## src/design/clcd_pkg.sv

```systemverilog
package clcd_pkg;

	// Task operation codes.
	localparam logic [2:0] OP_WAIT    = 3'd0;
	localparam logic [2:0] OP_CMD_WR  = 3'd1;
	localparam logic [2:0] OP_CMD_RD  = 3'd2;
	localparam logic [2:0] OP_DATA_WR = 3'd3;
	localparam logic [2:0] OP_DATA_RD = 3'd4;

	// Pin sequencer phases.
	localparam logic [3:0] PH_SETUP     = 4'd0;
	localparam logic [3:0] PH_HI_DRIVE  = 4'd1;
	localparam logic [3:0] PH_HI_EUP    = 4'd2;
	localparam logic [3:0] PH_HI_SAMPLE = 4'd3;
	localparam logic [3:0] PH_HI_EDOWN  = 4'd4;
	localparam logic [3:0] PH_LO_DRIVE  = 4'd5;
	localparam logic [3:0] PH_LO_EUP    = 4'd6;
	localparam logic [3:0] PH_LO_SAMPLE = 4'd7;
	localparam logic [3:0] PH_LO_EDOWN  = 4'd8;

	// Request type codes.
	localparam logic REQ_ENQUEUE = 1'b0;

	// One input request.
	typedef struct packed {
		logic       req_type;
		logic [2:0] task_op;
		logic [7:0] task_byte;
		logic [1:0] bus_mode;
		logic [3:0] pins_in;
	} in_item_t;

	// One result.
	typedef struct packed {
		logic       rs_pin;
		logic       rw_pin;
		logic       en_pin;
		logic [3:0] nibble_out;
		logic       bus_is_input;
		logic       read_done;
		logic [7:0] read_byte;
		logic       dropped;
		logic       idle;
	} out_item_t;

	// One queued task.
	typedef struct packed {
		logic [1:0] mode;
		logic [7:0] data_byte;
		logic [2:0] op;
	} task_t;

	// Queue control from the sequencer.
	typedef struct packed {
		logic push;
		logic pop;
	} q_ctrl_t;

	// Queue status toward the sequencer.
	typedef struct packed {
		logic empty;
		logic one;
		logic full;
	} q_stat_t;

	function automatic logic is_write(input logic [2:0] op);
		return (op == OP_CMD_WR) || (op == OP_DATA_WR);
	endfunction

endpackage

```

## src/design/clcd_queue.sv

```systemverilog
module clcd_queue #(
	parameter int QUEUE_DEPTH = 16
) (
	input  logic             clk,
	input  logic             arst_n,
	input  clcd_pkg::q_ctrl_t ctrl,
	input  clcd_pkg::task_t  wr_task,
	output clcd_pkg::task_t  head_task,
	output clcd_pkg::q_stat_t stat
);

	localparam int PW = (QUEUE_DEPTH > 1) ? $clog2(QUEUE_DEPTH) : 1;
	localparam int CW = $clog2(QUEUE_DEPTH + 1);
	localparam logic [PW-1:0] LAST_PTR = PW'(QUEUE_DEPTH - 1);
	localparam logic [CW-1:0] FULL_CNT = CW'(QUEUE_DEPTH);

	clcd_pkg::task_t mem [QUEUE_DEPTH];
	clcd_pkg::task_t head_q;
	logic [PW-1:0] head_ptr_q, tail_ptr_q, head_ptr_d, tail_ptr_d;
	logic [CW-1:0] count_q, count_d;

	// Next pointer and count values.
	always_comb begin
		head_ptr_d = head_ptr_q;
		tail_ptr_d = tail_ptr_q;
		count_d = count_q;
		if (ctrl.pop) begin
			head_ptr_d = (head_ptr_q == LAST_PTR) ? '0 : head_ptr_q + 1'b1;
		end
		if (ctrl.push) begin
			tail_ptr_d = (tail_ptr_q == LAST_PTR) ? '0 : tail_ptr_q + 1'b1;
		end
		unique case ({ctrl.push, ctrl.pop})
			2'b10: count_d = count_q + 1'b1;
			2'b01: count_d = count_q - 1'b1;
			default: count_d = count_q;
		endcase
	end

	always_ff @(posedge clk or negedge arst_n) begin
		if (!arst_n) begin
			head_ptr_q <= '0;
			tail_ptr_q <= '0;
			count_q <= '0;
		end else begin
			head_ptr_q <= head_ptr_d;
			tail_ptr_q <= tail_ptr_d;
			count_q <= count_d;
		end
	end

	// Storage; the read port always fetches the entry at the next head,
	// with a bypass when that entry is being written in the same cycle.
	always_ff @(posedge clk) begin
		if (ctrl.push) begin
			mem[tail_ptr_q] <= wr_task;
		end
		if (ctrl.push && (tail_ptr_q == head_ptr_d)) begin
			head_q <= wr_task;
		end else begin
			head_q <= mem[head_ptr_d];
		end
	end

	assign head_task = head_q;
	assign stat.empty = (count_q == '0);
	assign stat.one = (count_q == CW'(1));
	assign stat.full = (count_q == FULL_CNT);

	a_count_range: assert property (@(posedge clk) disable iff (!arst_n)
		count_q <= FULL_CNT)
		else $error("queue count beyond depth");

	a_no_pop_empty: assert property (@(posedge clk) disable iff (!arst_n)
		ctrl.pop |-> !stat.empty)
		else $error("pop from empty queue");

	a_no_push_full: assert property (@(posedge clk) disable iff (!arst_n)
		ctrl.push |-> !stat.full)
		else $error("push into full queue");

	a_pop_count: assert property (@(posedge clk) disable iff (!arst_n)
		(ctrl.pop && !ctrl.push) |=> (count_q == $past(count_q) - 1'b1))
		else $error("pop did not lower the count");

endmodule

```

## src/design/clcd_seq.sv

```systemverilog
module clcd_seq (
	input  logic               clk,
	input  logic               arst_n,
	input  logic               advance,
	input  clcd_pkg::in_item_t item,
	input  clcd_pkg::task_t    head_task,
	input  clcd_pkg::q_stat_t  stat,
	output clcd_pkg::q_ctrl_t  ctrl,
	output clcd_pkg::task_t    wr_task,
	output clcd_pkg::out_item_t result
);

	logic            pend_valid_q, pv_d;
	clcd_pkg::task_t pend_q, pt_d;
	logic [2:0]      act_op_q, op_d;
	logic            act_8bit_q, m8_d;
	logic [7:0]      shift_q, sh_d;
	logic [3:0]      phase_q, ph_d;
	logic            busy_q, busy_d;
	logic            rs_q, rs_d, rw_q, rw_d, en_q, en_d, bus_in_q, bus_in_d;
	logic [3:0]      nib_q, nib_d;
	logic            push, pop, dropped, rdone, busy_now, take, empty_next;
	logic [7:0]      rbyte;

	// One request: queue a task, or move the pin sequence one phase.
	always_comb begin
		pv_d = pend_valid_q;
		pt_d = pend_q;
		op_d = act_op_q;
		m8_d = act_8bit_q;
		sh_d = shift_q;
		ph_d = phase_q;
		busy_d = busy_q;
		rs_d = rs_q;
		rw_d = rw_q;
		en_d = en_q;
		nib_d = nib_q;
		bus_in_d = bus_in_q;
		push = 1'b0;
		pop = 1'b0;
		dropped = 1'b0;
		rdone = 1'b0;
		rbyte = '0;
		busy_now = busy_q;
		take = 1'b0;
		wr_task.op = (item.task_op > clcd_pkg::OP_DATA_RD) ? clcd_pkg::OP_WAIT : item.task_op;
		wr_task.data_byte = item.task_byte;
		wr_task.mode = item.bus_mode;

		if (item.req_type == clcd_pkg::REQ_ENQUEUE) begin
			if (stat.full) begin
				dropped = 1'b1;
			end else begin
				push = 1'b1;
			end
		end else begin
			unique case (phase_q)
				clcd_pkg::PH_SETUP: begin
					// A finished status read leaves its busy flag.
					if (act_op_q == clcd_pkg::OP_CMD_RD) begin
						busy_now = shift_q[7];
					end
					busy_d = busy_now;
					take = !pend_valid_q ||
						((pend_q.op == act_op_q) && (pend_q.op != clcd_pkg::OP_WAIT));
					if (take) begin
						if (stat.empty) begin
							pv_d = 1'b0;
						end else begin
							pv_d = 1'b1;
							pt_d = head_task;
							pop = 1'b1;
						end
					end
					// Choose what the next bus cycle does.
					if (!pv_d) begin
						op_d = clcd_pkg::OP_WAIT;
					end else if (pt_d.op == clcd_pkg::OP_WAIT) begin
						op_d = clcd_pkg::OP_WAIT;
						if (pt_d.data_byte != 8'd0) begin
							pt_d.data_byte = pt_d.data_byte - 8'd1;
						end else begin
							pv_d = 1'b0;
						end
					end else if (!pt_d.mode[1] && busy_now) begin
						op_d = clcd_pkg::OP_CMD_RD;
						m8_d = pt_d.mode[0];
					end else begin
						if (!pt_d.mode[1]) begin
							busy_d = 1'b1;
						end
						op_d = pt_d.op;
						m8_d = pt_d.mode[0];
						sh_d = pt_d.data_byte;
					end
					// Set up RS and RW for a real bus cycle.
					if (op_d != clcd_pkg::OP_WAIT) begin
						rs_d = (op_d == clcd_pkg::OP_DATA_WR) || (op_d == clcd_pkg::OP_DATA_RD);
						rw_d = !clcd_pkg::is_write(op_d);
						if (clcd_pkg::is_write(op_d)) begin
							ph_d = clcd_pkg::PH_HI_DRIVE;
						end else begin
							sh_d = '0;
							ph_d = clcd_pkg::PH_HI_EUP;
						end
					end
				end
				clcd_pkg::PH_HI_DRIVE: begin
					nib_d = shift_q[7:4];
					ph_d = act_8bit_q ? clcd_pkg::PH_LO_EUP : clcd_pkg::PH_HI_EUP;
				end
				clcd_pkg::PH_HI_EUP: begin
					en_d = 1'b1;
					ph_d = clcd_pkg::is_write(act_op_q) ? clcd_pkg::PH_HI_EDOWN
						: clcd_pkg::PH_HI_SAMPLE;
				end
				clcd_pkg::PH_HI_SAMPLE: begin
					bus_in_d = 1'b1;
					sh_d = shift_q | {item.pins_in, 4'h0};
					if (act_8bit_q) begin
						bus_in_d = 1'b0;
						nib_d = '0;
						ph_d = clcd_pkg::PH_LO_EDOWN;
					end else begin
						ph_d = clcd_pkg::PH_HI_EDOWN;
					end
				end
				clcd_pkg::PH_HI_EDOWN: begin
					en_d = 1'b0;
					ph_d = clcd_pkg::is_write(act_op_q) ? clcd_pkg::PH_LO_DRIVE
						: clcd_pkg::PH_LO_EUP;
				end
				clcd_pkg::PH_LO_DRIVE: begin
					nib_d = shift_q[3:0];
					ph_d = clcd_pkg::PH_LO_EUP;
				end
				clcd_pkg::PH_LO_EUP: begin
					en_d = 1'b1;
					ph_d = clcd_pkg::is_write(act_op_q) ? clcd_pkg::PH_LO_EDOWN
						: clcd_pkg::PH_LO_SAMPLE;
				end
				clcd_pkg::PH_LO_SAMPLE: begin
					sh_d = shift_q | {4'h0, item.pins_in};
					bus_in_d = 1'b0;
					nib_d = '0;
					ph_d = clcd_pkg::PH_LO_EDOWN;
				end
				clcd_pkg::PH_LO_EDOWN: begin
					en_d = 1'b0;
					ph_d = clcd_pkg::PH_SETUP;
					if ((act_op_q == clcd_pkg::OP_CMD_RD) || (act_op_q == clcd_pkg::OP_DATA_RD)) begin
						rdone = 1'b1;
						rbyte = shift_q;
					end
				end
				default: begin
					ph_d = clcd_pkg::PH_SETUP;
				end
			endcase
		end
	end

	// Queue occupancy after this request.
	assign empty_next = pop ? stat.one : (stat.empty && !push);

	assign ctrl.push = push && advance;
	assign ctrl.pop = pop && advance;

	assign result.rs_pin = rs_d;
	assign result.rw_pin = rw_d;
	assign result.en_pin = en_d;
	assign result.nibble_out = nib_d;
	assign result.bus_is_input = bus_in_d;
	assign result.read_done = rdone;
	assign result.read_byte = rbyte;
	assign result.dropped = dropped;
	assign result.idle = empty_next && !pv_d && (ph_d == clcd_pkg::PH_SETUP);

	// Sequencer state moves only when a request is processed.
	always_ff @(posedge clk or negedge arst_n) begin
		if (!arst_n) begin
			pend_valid_q <= 1'b0;
			act_op_q <= clcd_pkg::OP_WAIT;
			act_8bit_q <= 1'b0;
			shift_q <= '0;
			phase_q <= clcd_pkg::PH_SETUP;
			busy_q <= 1'b1;
			rs_q <= 1'b0;
			rw_q <= 1'b0;
			en_q <= 1'b0;
			nib_q <= '0;
			bus_in_q <= 1'b0;
		end else if (advance) begin
			pend_valid_q <= pv_d;
			act_op_q <= op_d;
			act_8bit_q <= m8_d;
			shift_q <= sh_d;
			phase_q <= ph_d;
			busy_q <= busy_d;
			rs_q <= rs_d;
			rw_q <= rw_d;
			en_q <= en_d;
			nib_q <= nib_d;
			bus_in_q <= bus_in_d;
		end
	end

	always_ff @(posedge clk) begin
		if (advance) begin
			pend_q <= pt_d;
		end
	end

	a_phase_range: assert property (@(posedge clk) disable iff (!arst_n)
		phase_q <= clcd_pkg::PH_LO_EDOWN)
		else $error("sequencer phase out of range");

	a_pop_in_setup: assert property (@(posedge clk) disable iff (!arst_n)
		ctrl.pop |-> (phase_q == clcd_pkg::PH_SETUP) && item.req_type)
		else $error("task fetched outside the set-up phase");

	a_read_end: assert property (@(posedge clk) disable iff (!arst_n)
		result.read_done |-> (phase_q == clcd_pkg::PH_LO_EDOWN) && !en_d)
		else $error("read completed outside the last enable fall");

endmodule

```

## src/design/char_lcd_bus_sequencer.sv

```systemverilog
// Output: a request's result is registered into out_data as the request leaves
// the input register, once the output register is free or being emptied.
// Throughput: one request per cycle unless out_ready stalls; each request is
// one pass of the sequencer logic between the input and output registers.
// Reset (arst_n low): empty queue, no pending task, set-up phase, all pins low,
// data bus driven. The queue storage itself is not cleared.
module char_lcd_bus_sequencer #(
	parameter int QUEUE_DEPTH = 16
) (
	input  logic                clk,
	input  logic                arst_n,
	input  logic                in_valid,
	output logic                in_ready,
	input  clcd_pkg::in_item_t  in_data,
	output logic                out_valid,
	input  logic                out_ready,
	output clcd_pkg::out_item_t out_data
);

	clcd_pkg::in_item_t  item_s1;
	logic                valid_s1;
	logic                advance;
	clcd_pkg::out_item_t result;
	clcd_pkg::out_item_t out_q;
	logic                out_valid_q;
	clcd_pkg::q_ctrl_t   q_ctrl;
	clcd_pkg::q_stat_t   q_stat;
	clcd_pkg::task_t     wr_task;
	clcd_pkg::task_t     head_task;

	// Stage 1 moves on when the output register is free or being emptied.
	assign advance = valid_s1 && (!out_valid_q || out_ready);
	assign in_ready = !valid_s1 || advance;

	// Input register.
	always_ff @(posedge clk or negedge arst_n) begin
		if (!arst_n) begin
			valid_s1 <= 1'b0;
		end else if (in_ready) begin
			valid_s1 <= in_valid;
		end
	end

	always_ff @(posedge clk) begin
		if (in_valid && in_ready) begin
			item_s1 <= in_data;
		end
	end

	clcd_queue #(
		.QUEUE_DEPTH(QUEUE_DEPTH)
	) u_queue (
		.clk      (clk),
		.arst_n   (arst_n),
		.ctrl     (q_ctrl),
		.wr_task  (wr_task),
		.head_task(head_task),
		.stat     (q_stat)
	);

	clcd_seq u_seq (
		.clk      (clk),
		.arst_n   (arst_n),
		.advance  (advance),
		.item     (item_s1),
		.head_task(head_task),
		.stat     (q_stat),
		.ctrl     (q_ctrl),
		.wr_task  (wr_task),
		.result   (result)
	);

	// Output register.
	always_ff @(posedge clk or negedge arst_n) begin
		if (!arst_n) begin
			out_valid_q <= 1'b0;
		end else if (advance) begin
			out_valid_q <= 1'b1;
		end else if (out_ready) begin
			out_valid_q <= 1'b0;
		end
	end

	always_ff @(posedge clk) begin
		if (advance) begin
			out_q <= result;
		end
	end

	assign out_valid = out_valid_q;
	assign out_data = out_q;

	a_hold_s1: assert property (@(posedge clk) disable iff (!arst_n)
		(valid_s1 && !advance) |=> valid_s1)
		else $error("request lost in stage 1");

	a_advance_room: assert property (@(posedge clk) disable iff (!arst_n)
		advance |=> out_valid_q)
		else $error("processed request produced no result");

	a_stall_blocks: assert property (@(posedge clk) disable iff (!arst_n)
		(out_valid_q && !out_ready) |-> !advance)
		else $error("stage 1 advanced into a full output register");

endmodule
```

## config.mk

```make
export PLATFORM = sky130hd
export DESIGN_NAME = char_lcd_bus_sequencer
export DESIGN_NICKNAME = d
export VERILOG_FILES = /design/src/design/clcd_pkg.sv /design/src/design/clcd_queue.sv /design/src/design/clcd_seq.sv /design/src/design/char_lcd_bus_sequencer.sv
export SDC_FILE = /design/constraint.sdc
export NUM_CORES = 1
export LEC_CHECK = 0
export BUFFER_PORTS_ARGS = -buffer_cell sky130_fd_sc_hd__buf_2
export CORE_UTILIZATION = 30
export CTS_BUF_LIST = sky130_fd_sc_hd__clkbuf_16
export CTS_CLUSTER_SIZE = 20
export DETAILED_ROUTE_END_ITERATION = 16
export PLACE_DENSITY = 0.53
export SYNTH_ARGS = -nofsm -noshare
export SYNTH_HDL_FRONTEND = slang
export SYNTH_SLANG_ARGS = --single-unit
export TNS_END_PERCENT = 100
```

## constraint.sdc

```tcl
create_clock -name clk -period 6.95 [get_ports clk]
set_clock_uncertainty 0.1 [all_clocks]
set_input_delay 0.695 -clock clk [delete_from_list [all_inputs] [get_ports clk]]
set_output_delay 0.695 -clock clk [all_outputs]
set_load 0.005 [all_outputs]
```

### Word-level counts from Yosys, hierarchy flattened

Memory sizes are Yosys's and may differ from the RTL's. A register that Yosys moved wholly into a read port is not among the register bits.
Index checks and enable logic that the tools add are counted.

| cells by class | value |
|---|---|
| add/sub/neg operators | 5 |
| order comparisons | 1 |
| eq/ne operators | 22 |
| muxes and demuxes | 74 |
| bitwise gates (word level) | 3 |
| reduce and logical (&&, ||, !) cells | 40 |

Operators with widths:

| operator | count |
|---|---|
| 8-bit two-way mux | 8 |
| 13-bit two-way mux | 4 |
| 1-bit two-way mux | 37 |
| 4-bit two-way mux | 9 |
| 4-bit case mux with 8 select lines | 1 |
| 3-bit two-way mux | 8 |
| 8-bit case mux with 3 select lines | 1 |
| 4-bit by 3-bit equality test with 1-bit output, second input constant | 4 |
| 4-bit case mux with 4 select lines | 1 |
| 4-bit equality test, second input constant | 3 |
| 5-bit case mux with 2 select lines | 1 |
| 3-bit by 2-bit equality test with 1-bit output, second input constant | 3 |
| 1-bit logical AND | 9 |
| 3-bit AND reduction | 3 |
| 3-bit nonzero test | 3 |
| 4-bit by 1-bit adder with 4-bit output, second input constant | 2 |
| 4-bit by 2-bit equality test with 1-bit output, second input constant | 2 |
| 4-bit logical NOT | 2 |
| 8-bit by 4-bit bitwise OR with 8-bit output | 1 |
| 8-bit bitwise OR | 1 |
| 8-bit nonzero test | 1 |
| 8-bit by 1-bit subtractor with 8-bit output, second input constant | 1 |
| 1-bit logical NOT | 7 |
| 1-bit logical OR | 7 |
| 20 further kinds | 26 |

| storage, ports and cells | value |
|---|---|
| register bits | 91 |
| memory bits (writable) | 208 |
| input port bits | 22 |
| output and inout bits | 21 |
| word-level logic and storage cells | 179 |
| memories kept | 1 |

Memory list:

| name | depth | bits a word | read ports | clocked after memory_dff | write ports | RTL line | RTL |
|---|---|---|---|---|---|---|---|
| u_queue.mem | 16 | 13 | 1 | 1 | 1 | clcd_queue.sv:17 | `clcd_pkg::task_t mem [QUEUE_DEPTH];` |

### Longest topological paths before layout

Gate-level depths: netlist of the first run.

| depth | value |
|---|---|
| depth in word-level cells | 21 |
| gate-level depth with buffers | 14 |
| depth with buffers taken out | 12 |

### Hierarchy

From an unflattened synthesis of the first run, not the netlist that was laid out.

| unflattened totals | value |
|---|---|
| cells, all modules | 796 |
| area, all modules | 13,038.8 µm² |

Modules (own cells, without submodules):

| module | instances | cells an instance | area each (µm²) | sequential area each (µm²) |
|---|---|---|---|---|
| clcd_queue | 1 | 412 | 8,760.9 | 6,651.4 |
| clcd_seq | 1 | 339 | 3,062.9 | 1,042.2 |
| char_lcd_bus_sequencer | 1 | 45 | 1,214.9 | 1,161.1 |

### Worst setup path before layout of the first run

No wires, ideal clock.

| timing path | value |
|---|---|
| path kind | register to register |
| from | register (tool-made name) |
| to | register u_seq.pend_q[6] in the netlist's numbering, data pin |
| setup time | 0.260 ns |
| arrival | 3.271 ns |
| data required time | 6.590 ns |
| path slack | 3.319 ns |
| stages on the path, launching flop included | 14 |
| path buffers | 4 |
| period minus slack after synthesis | 3.631 ns |
| cell sequence | dfxtp_1 -> buf_6 -> buf_4 -> buf_2 -> buf_1 -> mux4_2 -> a22oi_1 -> nand3_1 -> mux2i_1 -> ha_1 -> nand3b_1 -> or4_4 -> and4_1 -> mux2_2 |

RTL lines:

| item | RTL line | RTL |
|---|---|---|
| end signal, assigned | clcd_seq.sv:210 | `pend_q <= pt_d;` |
| end, declared | clcd_seq.sv:14 | `clcd_pkg::task_t pend_q, pt_d;` |

==> results.yml, run 1 <==
critical_path:
  timing.reg2reg.setup_slack_ns: 2.92
  crit_arrival_ns: 4.20
  cp-start-kind: "register"
  reg2regPathDepth: 8
  required_ns: 7.12
  critPathMaxFanout: 27
  timing.rr.end: "u_seq.pend_q[10]"
  end_kind: "register"
  crit_type: "register to register"
yosys:
  syn_inst: 787
  yosysUniqueCellTypes: 66
  synth_area_leaders: "edfxtp_1, mux4_2, dfrtp_1"
  synth_nets: 821
  synth-seq-cells: 303
  synth.yosys.seq_area_share: 0.697
  ys_async_sr_fraction: 0.135
  synth_top_area_frac: 0.610
  yosysTopAreaCell: "edfxtp_1"
  yosys_most_used_dff: "edfxtp_1"
  synth_edf_count: 258
  syn_area_mm2: 0.0127
  postSynthAreaPerCell_um2: 16.1
  yosys_warnings: 0
sta:
  fin_setup_tns_ns: 0
  rsz0062_at_grt: "false"
  timing.final.crit_share: 0.580
  setup_viol: 0
  final-hold-violation-count: 0
  slew_headroom: 0.273
  timing.final.crit_period_ns: 4.03
  fmax_mhz: 248
  drv_slew: 0
  tightest_slew_ns: 1.09
finish:
  final_area_mm2: 0.0145
  final_nets: 881
  area_delta_synth_final_pct: 14.2
  antenna_cells: 0
  drive_above_1_share: 0.197
clocking:
  post_cts_buffers: 0
  clk_path_buf_depth: 3
  cts_num_sinks: 303
  cts_tree: "yes"
  cts_buffers: 34
  cts_root_buf: "clkbuf_16"
  cts_hold_buf: 0
  cts.clk_slew.worst_paths_ns: 0.06
  htreeDepth: 2
  clk_latency_ns: 0.53
  cts_resized: 0
floorplanning:
  core_mm2: 0.0419
  start_util: 0.304
  fp.dieArea_mm2: 0.0432
  fp.dieH_um: 208
  die_w_um: 208
  rows: 75
  pin_count: 43
outcome:
  status: "finished clean"
global_routing:
  grt_pass1_vias: 7138
  overflow: 0
  grt_use_total: 0.136
  antenna_found_initial: 0
  grt_max_degree: 42
  grt_pass1_wl_mm: 44.3
drt:
  drt-initial-drc-count: 525
  wirelength_mm: 29.0
  drc: 0
  drtPass1Iterations: 5
  wl_per_cell_um: 20.6
  vias: 7068
  avgViaCountPerCell: 5.02
  ant_nets: 0
placement:
  globalplace.congestion: 0.829
  io_buffer_count: 42
  placed_cell_area_mm2: 0.0135
  place_hpwl_mm: 17.6
flow_run:
  max_cap_violations: 0
pwr:
  peakVddDrop_v: 0.000178
  p_per_area_mw_per_mm2: 394
  leakagePower_uw: 0.00491
min_path:
  hold_class: "input port to asynchronous set/reset pin"
## worst max path at each step
| stage | to | slack, ns | cells after the start |
|---|---|---|---|
| 6_report | u_seq.pend_q[10] | 2.92 | 8 |
| 5_1_grt | u_seq.pend_q[10] | 2.58 | 10 |
| 4_1_cts | u_seq.pend_q[6] | 2.87 | 11 |
| 3_5_place_dp | u_seq.shift_q[0] | 2.92 | 9 |
| 3_3_place_gp | u_seq.shift_q[3] | 2.87 | 9 |
| 2_1_floorplan | u_seq.pend_q[6] | 3.32 | 13 |
## critical path: stages (launching register included)
cell and delay (ns):
dfxtp_2 0.73, buf_4 0.55, mux4_2 0.55, o21ai_0 0.27, a211o_1 0.24, nand4_2 0.23
or4_4 0.62, a21oi_1 0.31, o21ai_0 0.14
## metal layers
layer / track usage / up-vias / routed length, µm
li1: - / 3226 / -
met1: 0.187 / 3624 / 13400
met2: 0.222 / 194 / 13900
met3: 0.0268 / 24 / 1410
met4: 0.0322 / 0 / 319
met5: 0 / - / 0
## cells in the mapped netlist (all sizes together) (6+ instances only)
cell and number:
mux2i 23, dfrtp 40, a221oi 9, nand4 6, xor2 7, nor3 11, edfxtp 258, and2 26
o21ai 36, nand2 62, mux2 13, nor2b 10, clkbuf 12, a21oi 19, a22oi 8, ha 12
nor2 35, mux4 47, nand3 25, buf 15, inv 16, nor4 8
## state kept, by name, indices dropped and copies added (netlist names), named ones only
name / cells
out_valid: 1
u_seq.rw_q: 1
u_seq.act_8bit_q: 1
u_queue.tail_ptr_q: 4
u_seq.busy_q: 1
u_seq.rs_q: 1
u_queue.mem: 208
u_queue.count_q: 5
u_seq.shift_q: 8
u_seq.phase_q: 4
u_seq.nib_q: 4
u_seq.pend_valid_q: 1
u_seq.act_op_q: 3
u_queue.head_ptr_q: 4
u_seq.bus_in_q: 1
u_seq.pend_q: 13
u_seq.en_q: 1
valid_s1: 1
item_s1: 18
out_data: 19
## where the power goes
| part | internal, µW | total [µW] | leakage, µW | switching (µW) |
|---|---|---|---|---|
| logic | 687 | 1620 | 0.00149 | 935 |
| registers | 2210 | 2450 | 0.00290 | 241 |
| clock network | 929 | 1650 | 0.000522 | 721 |
| total | 3820 | 5720 | 0.00491 | 1900 |
## cell type report
type | instances | area, µm²
inverter | 17 | 63.8
clock inverter | 23 | 149
tap | 539 | 674
fill | 4011 | 27300
multi-input combinational | 440 | 3640
clock buffer | 34 | 851
timing repair buffer | 51 | 278
sequential | 303 | 8860
## metrics by stage
stage | util | instances | setup WS [ns] | power (µW) | hold WS [ns]
after floorplan | - | 787 | 3.32 | 3650 | 0.299
after global routing | 0.347 | 1407 | 2.58 | 6040 | 0.215
after CTS | 0.347 | 1407 | 2.87 | 5790 | 0.214
after detailed placement | 0.323 | 1350 | 2.92 | 4110 | 0.367
final | 0.347 | 1407 | 2.92 | 5720 | 0.236
after global placement | 0.323 | 1350 | 2.87 | 4110 | 0.358
## layout by cell type, fill, tap and decap left out, drive strengths merged, types with 11 or more instances in the layout
| cell type | n |
|---|---|
| a21oi | 19 |
| and2 | 26 |
| buf | 51 |
| clkbuf | 34 |
| clkinv | 15 |
| dfrtp | 40 |
| edfxtp | 258 |
| ha | 12 |
| inv | 24 |
| mux2 | 13 |
| mux2i | 23 |
| mux4 | 47 |
| nand2 | 62 |
| nand3 | 25 |
| nor2 | 35 |
| nor3 | 11 |
| o21ai | 36 |
## kinds of logic after synthesis
kind of cell / count (synthesis) / share of synthesized area
xor+xnor: 12 / 0.00827
fa+ha+maj: 12 / 0.0118
simple gates: 211 / 0.0862
compound gates: 122 / 0.0674
flops: 303 / 0.697
mux: 83 / 0.113
buf+inv: 44 / 0.0166
Power figures use the tool's default switching activity.
==> run 2, diff against run 1 <==
clock period = 3.98 ns   (was 6.95 ns; I/O delays follow)
==> run 2 against run 1 <==
Net effect: final area rose by 3.3%; die area is the same; via count is 3.1% higher; global-route usage about the same; critical endpoint unchanged; highest routed layer unchanged.
==> results.yml, run 2 (synthesis results as in run 1) <==
outcome:
  status: "finished clean"
pwr:
  peakVddDrop_v: 0.000312
  p_total_uw: 10100
  leakagePower_uw: 0.00519
  p_per_area_mw_per_mm2: 673
sta:
  fin_setup_tns_ns: 0
  timing.final.crit_share: 0.900
  timing.final.crit_period_ns: 3.58
  setup_viol: 0
  final-hold-violation-count: 0
  tightest_slew_ns: 1.19
  rsz0062_at_grt: "false"
  slew_headroom: 0.205
  fmax_mhz: 279
  drv_slew: 0
drt:
  vias: 7284
  drt-initial-drc-count: 533
  drtPass1Iterations: 5
  wirelength_mm: 29.3
  drc: 0
  avgViaCountPerCell: 4.98
  ant_nets: 0
  wl_per_cell_um: 20.0
placement:
  globalplace.congestion: 0.788
  place_hpwl_mm: 18.6
  io_buffer_count: 42
clocking:
  post_cts_buffers: 0
  cts_tree: "yes"
  clk_path_buf_depth: 3
  htreeDepth: 2
  cts_num_sinks: 303
  cts.clk_slew.worst_paths_ns: 0.07
  clk_latency_ns: 0.53
  cts_root_buf: "clkbuf_16"
  cts_buffers: 34
floorplanning:
  start_util: 0.304
  fp.dieArea_mm2: 0.0432
  die_w_um: 208
  core_mm2: 0.0419
  rows: 75
  fp.dieH_um: 208
  pin_count: 43
min_path:
  min_to: "out_valid"
  hold_path_depth: 3
  hold_class: "input port to register"
  min-delay-start: "out_ready"
finish:
  fillerInstances: 3987
  largest_register_ff_count: 208
  area_delta_synth_final_pct: 18.0
  drive_above_1_share: 0.221
  antenna_cells: 0
  final_nets: 934
  final_cell_mix: "edfxtp_1, nand2_1, mux4_2"
  multiInputGateArea_mm2: 0.00364
  layout_commonest_cell: "edfxtp_1"
  register_area_mm2: 0.00886
  regMostFlops: "u_queue.mem"
flow_run:
  max_cap_violations: 0
critical_path:
  end_kind: "register"
  required_ns: 4.14
  timing.rr.end: "u_seq.pend_q[10]"
  worstPathBufferInverterCount: 1
  crit_path_top_delay_cell: "dfxtp_2"
  crit_type: "register to register"
  reg2regPathDepth: 9
  timing.reg2reg.setup_slack_ns: 0.40
  cp.depth: 9
  critPathTopFamily: "compound AO/OA/AOI/OAI gates"
  crit_chain: "buf_12 -> mux4_2 -> a22o_1 -> a31o_1 -> nand3_1 -> nand4_2 -> or4_4 -> a21oi_1 -> o21ai_0"
  max_stage_delay_ns: 0.63
  crit_arrival_ns: 3.75
  critPathMaxFanout: 18
  cp-start-kind: "register"
global_routing:
  grt_max_degree: 42
  grt_pass1_vias: 7179
  grt_pass1_wl_mm: 44.3
  overflow: 0
  grt_use_total: 0.136
  antenna_found_initial: 0
## run 2: changes by cell type in the layout (fill, tap and decap cells not counted)
cell / change
inv_1: +2
buf_12: +3
dlygate4sd3_1: +20
clkinv_8: -1
bufinv_16: -1
inv_6: +1
buf_4: +30
clkinv_16: +1
## run 2: final cells by class
cell class	instances	area share
inverter	17	0.00425
multi-input combinational	440	0.243
clock buffer	34	0.0567
clock inverter	25	0.00992
sequential	303	0.590
timing repair buffer	104	0.0509
tap	539	0.0450
## run 2: timing repair
action | in CTS | in global routing
gates resized for setup | 0 | 0
hold endpoints to repair | 59 | 0
hold buffers | 20 | 0
endpoints found under the setup margin | 0 | 0
## run 2: worst max path at each step
stage / slack [ns] / from / to
after CTS: 0.42 / register / u_seq.pend_q[6]
after global placement: 0.46 / register / u_seq.pend_q[6]
final: 0.40 / register / u_seq.pend_q[10]
after floorplan: 0.35 / register / u_seq.pend_q[6]
after global routing: 0.21 / register / u_seq.shift_q[7]
after detailed placement: 0.45 / register / u_seq.pend_q[6]
## run 2: tightest hold or removal path, delay by kind of cell
kind / cells / cell delay, ns
and+or+nand+nor: 2 / 0.16
buffers and inverters: 1 / 0.08
## run 2: layer usage
layer / share of wire / up-vias / track usage
met5: 0 / - / 0
met4: 0.018 / 0 / 0.0347
met3: 0.043 / 44 / 0.0231
met2: 0.48 / 178 / 0.226
met1: 0.46 / 3723 / 0.184
li1: - / 3339 / -
## run 2: power breakdown
part / leakage, µW / internal (µW) / switching (µW)
clock: 0.000527 / 1570 / 1260
combinational: 0.00176 / 1350 / 1700
sequential: 0.00290 / 3860 / 358
total: 0.00519 / 6780 / 3330
## run 2: stage by stage
step	std cells	cell area [µm²]	setup slack (ns)	utilization	hold slack [ns]
floorplan	787	12700	0.349	-	0.00241
global placement	1383	13800	0.460	0.330	0.359
detailed placement	1383	13800	0.446	0.330	0.363
CTS	1462	15000	0.422	0.358	0.0373
global route	1462	15000	0.209	0.358	0.0586
finish	1462	15000	0.396	0.358	0.0579
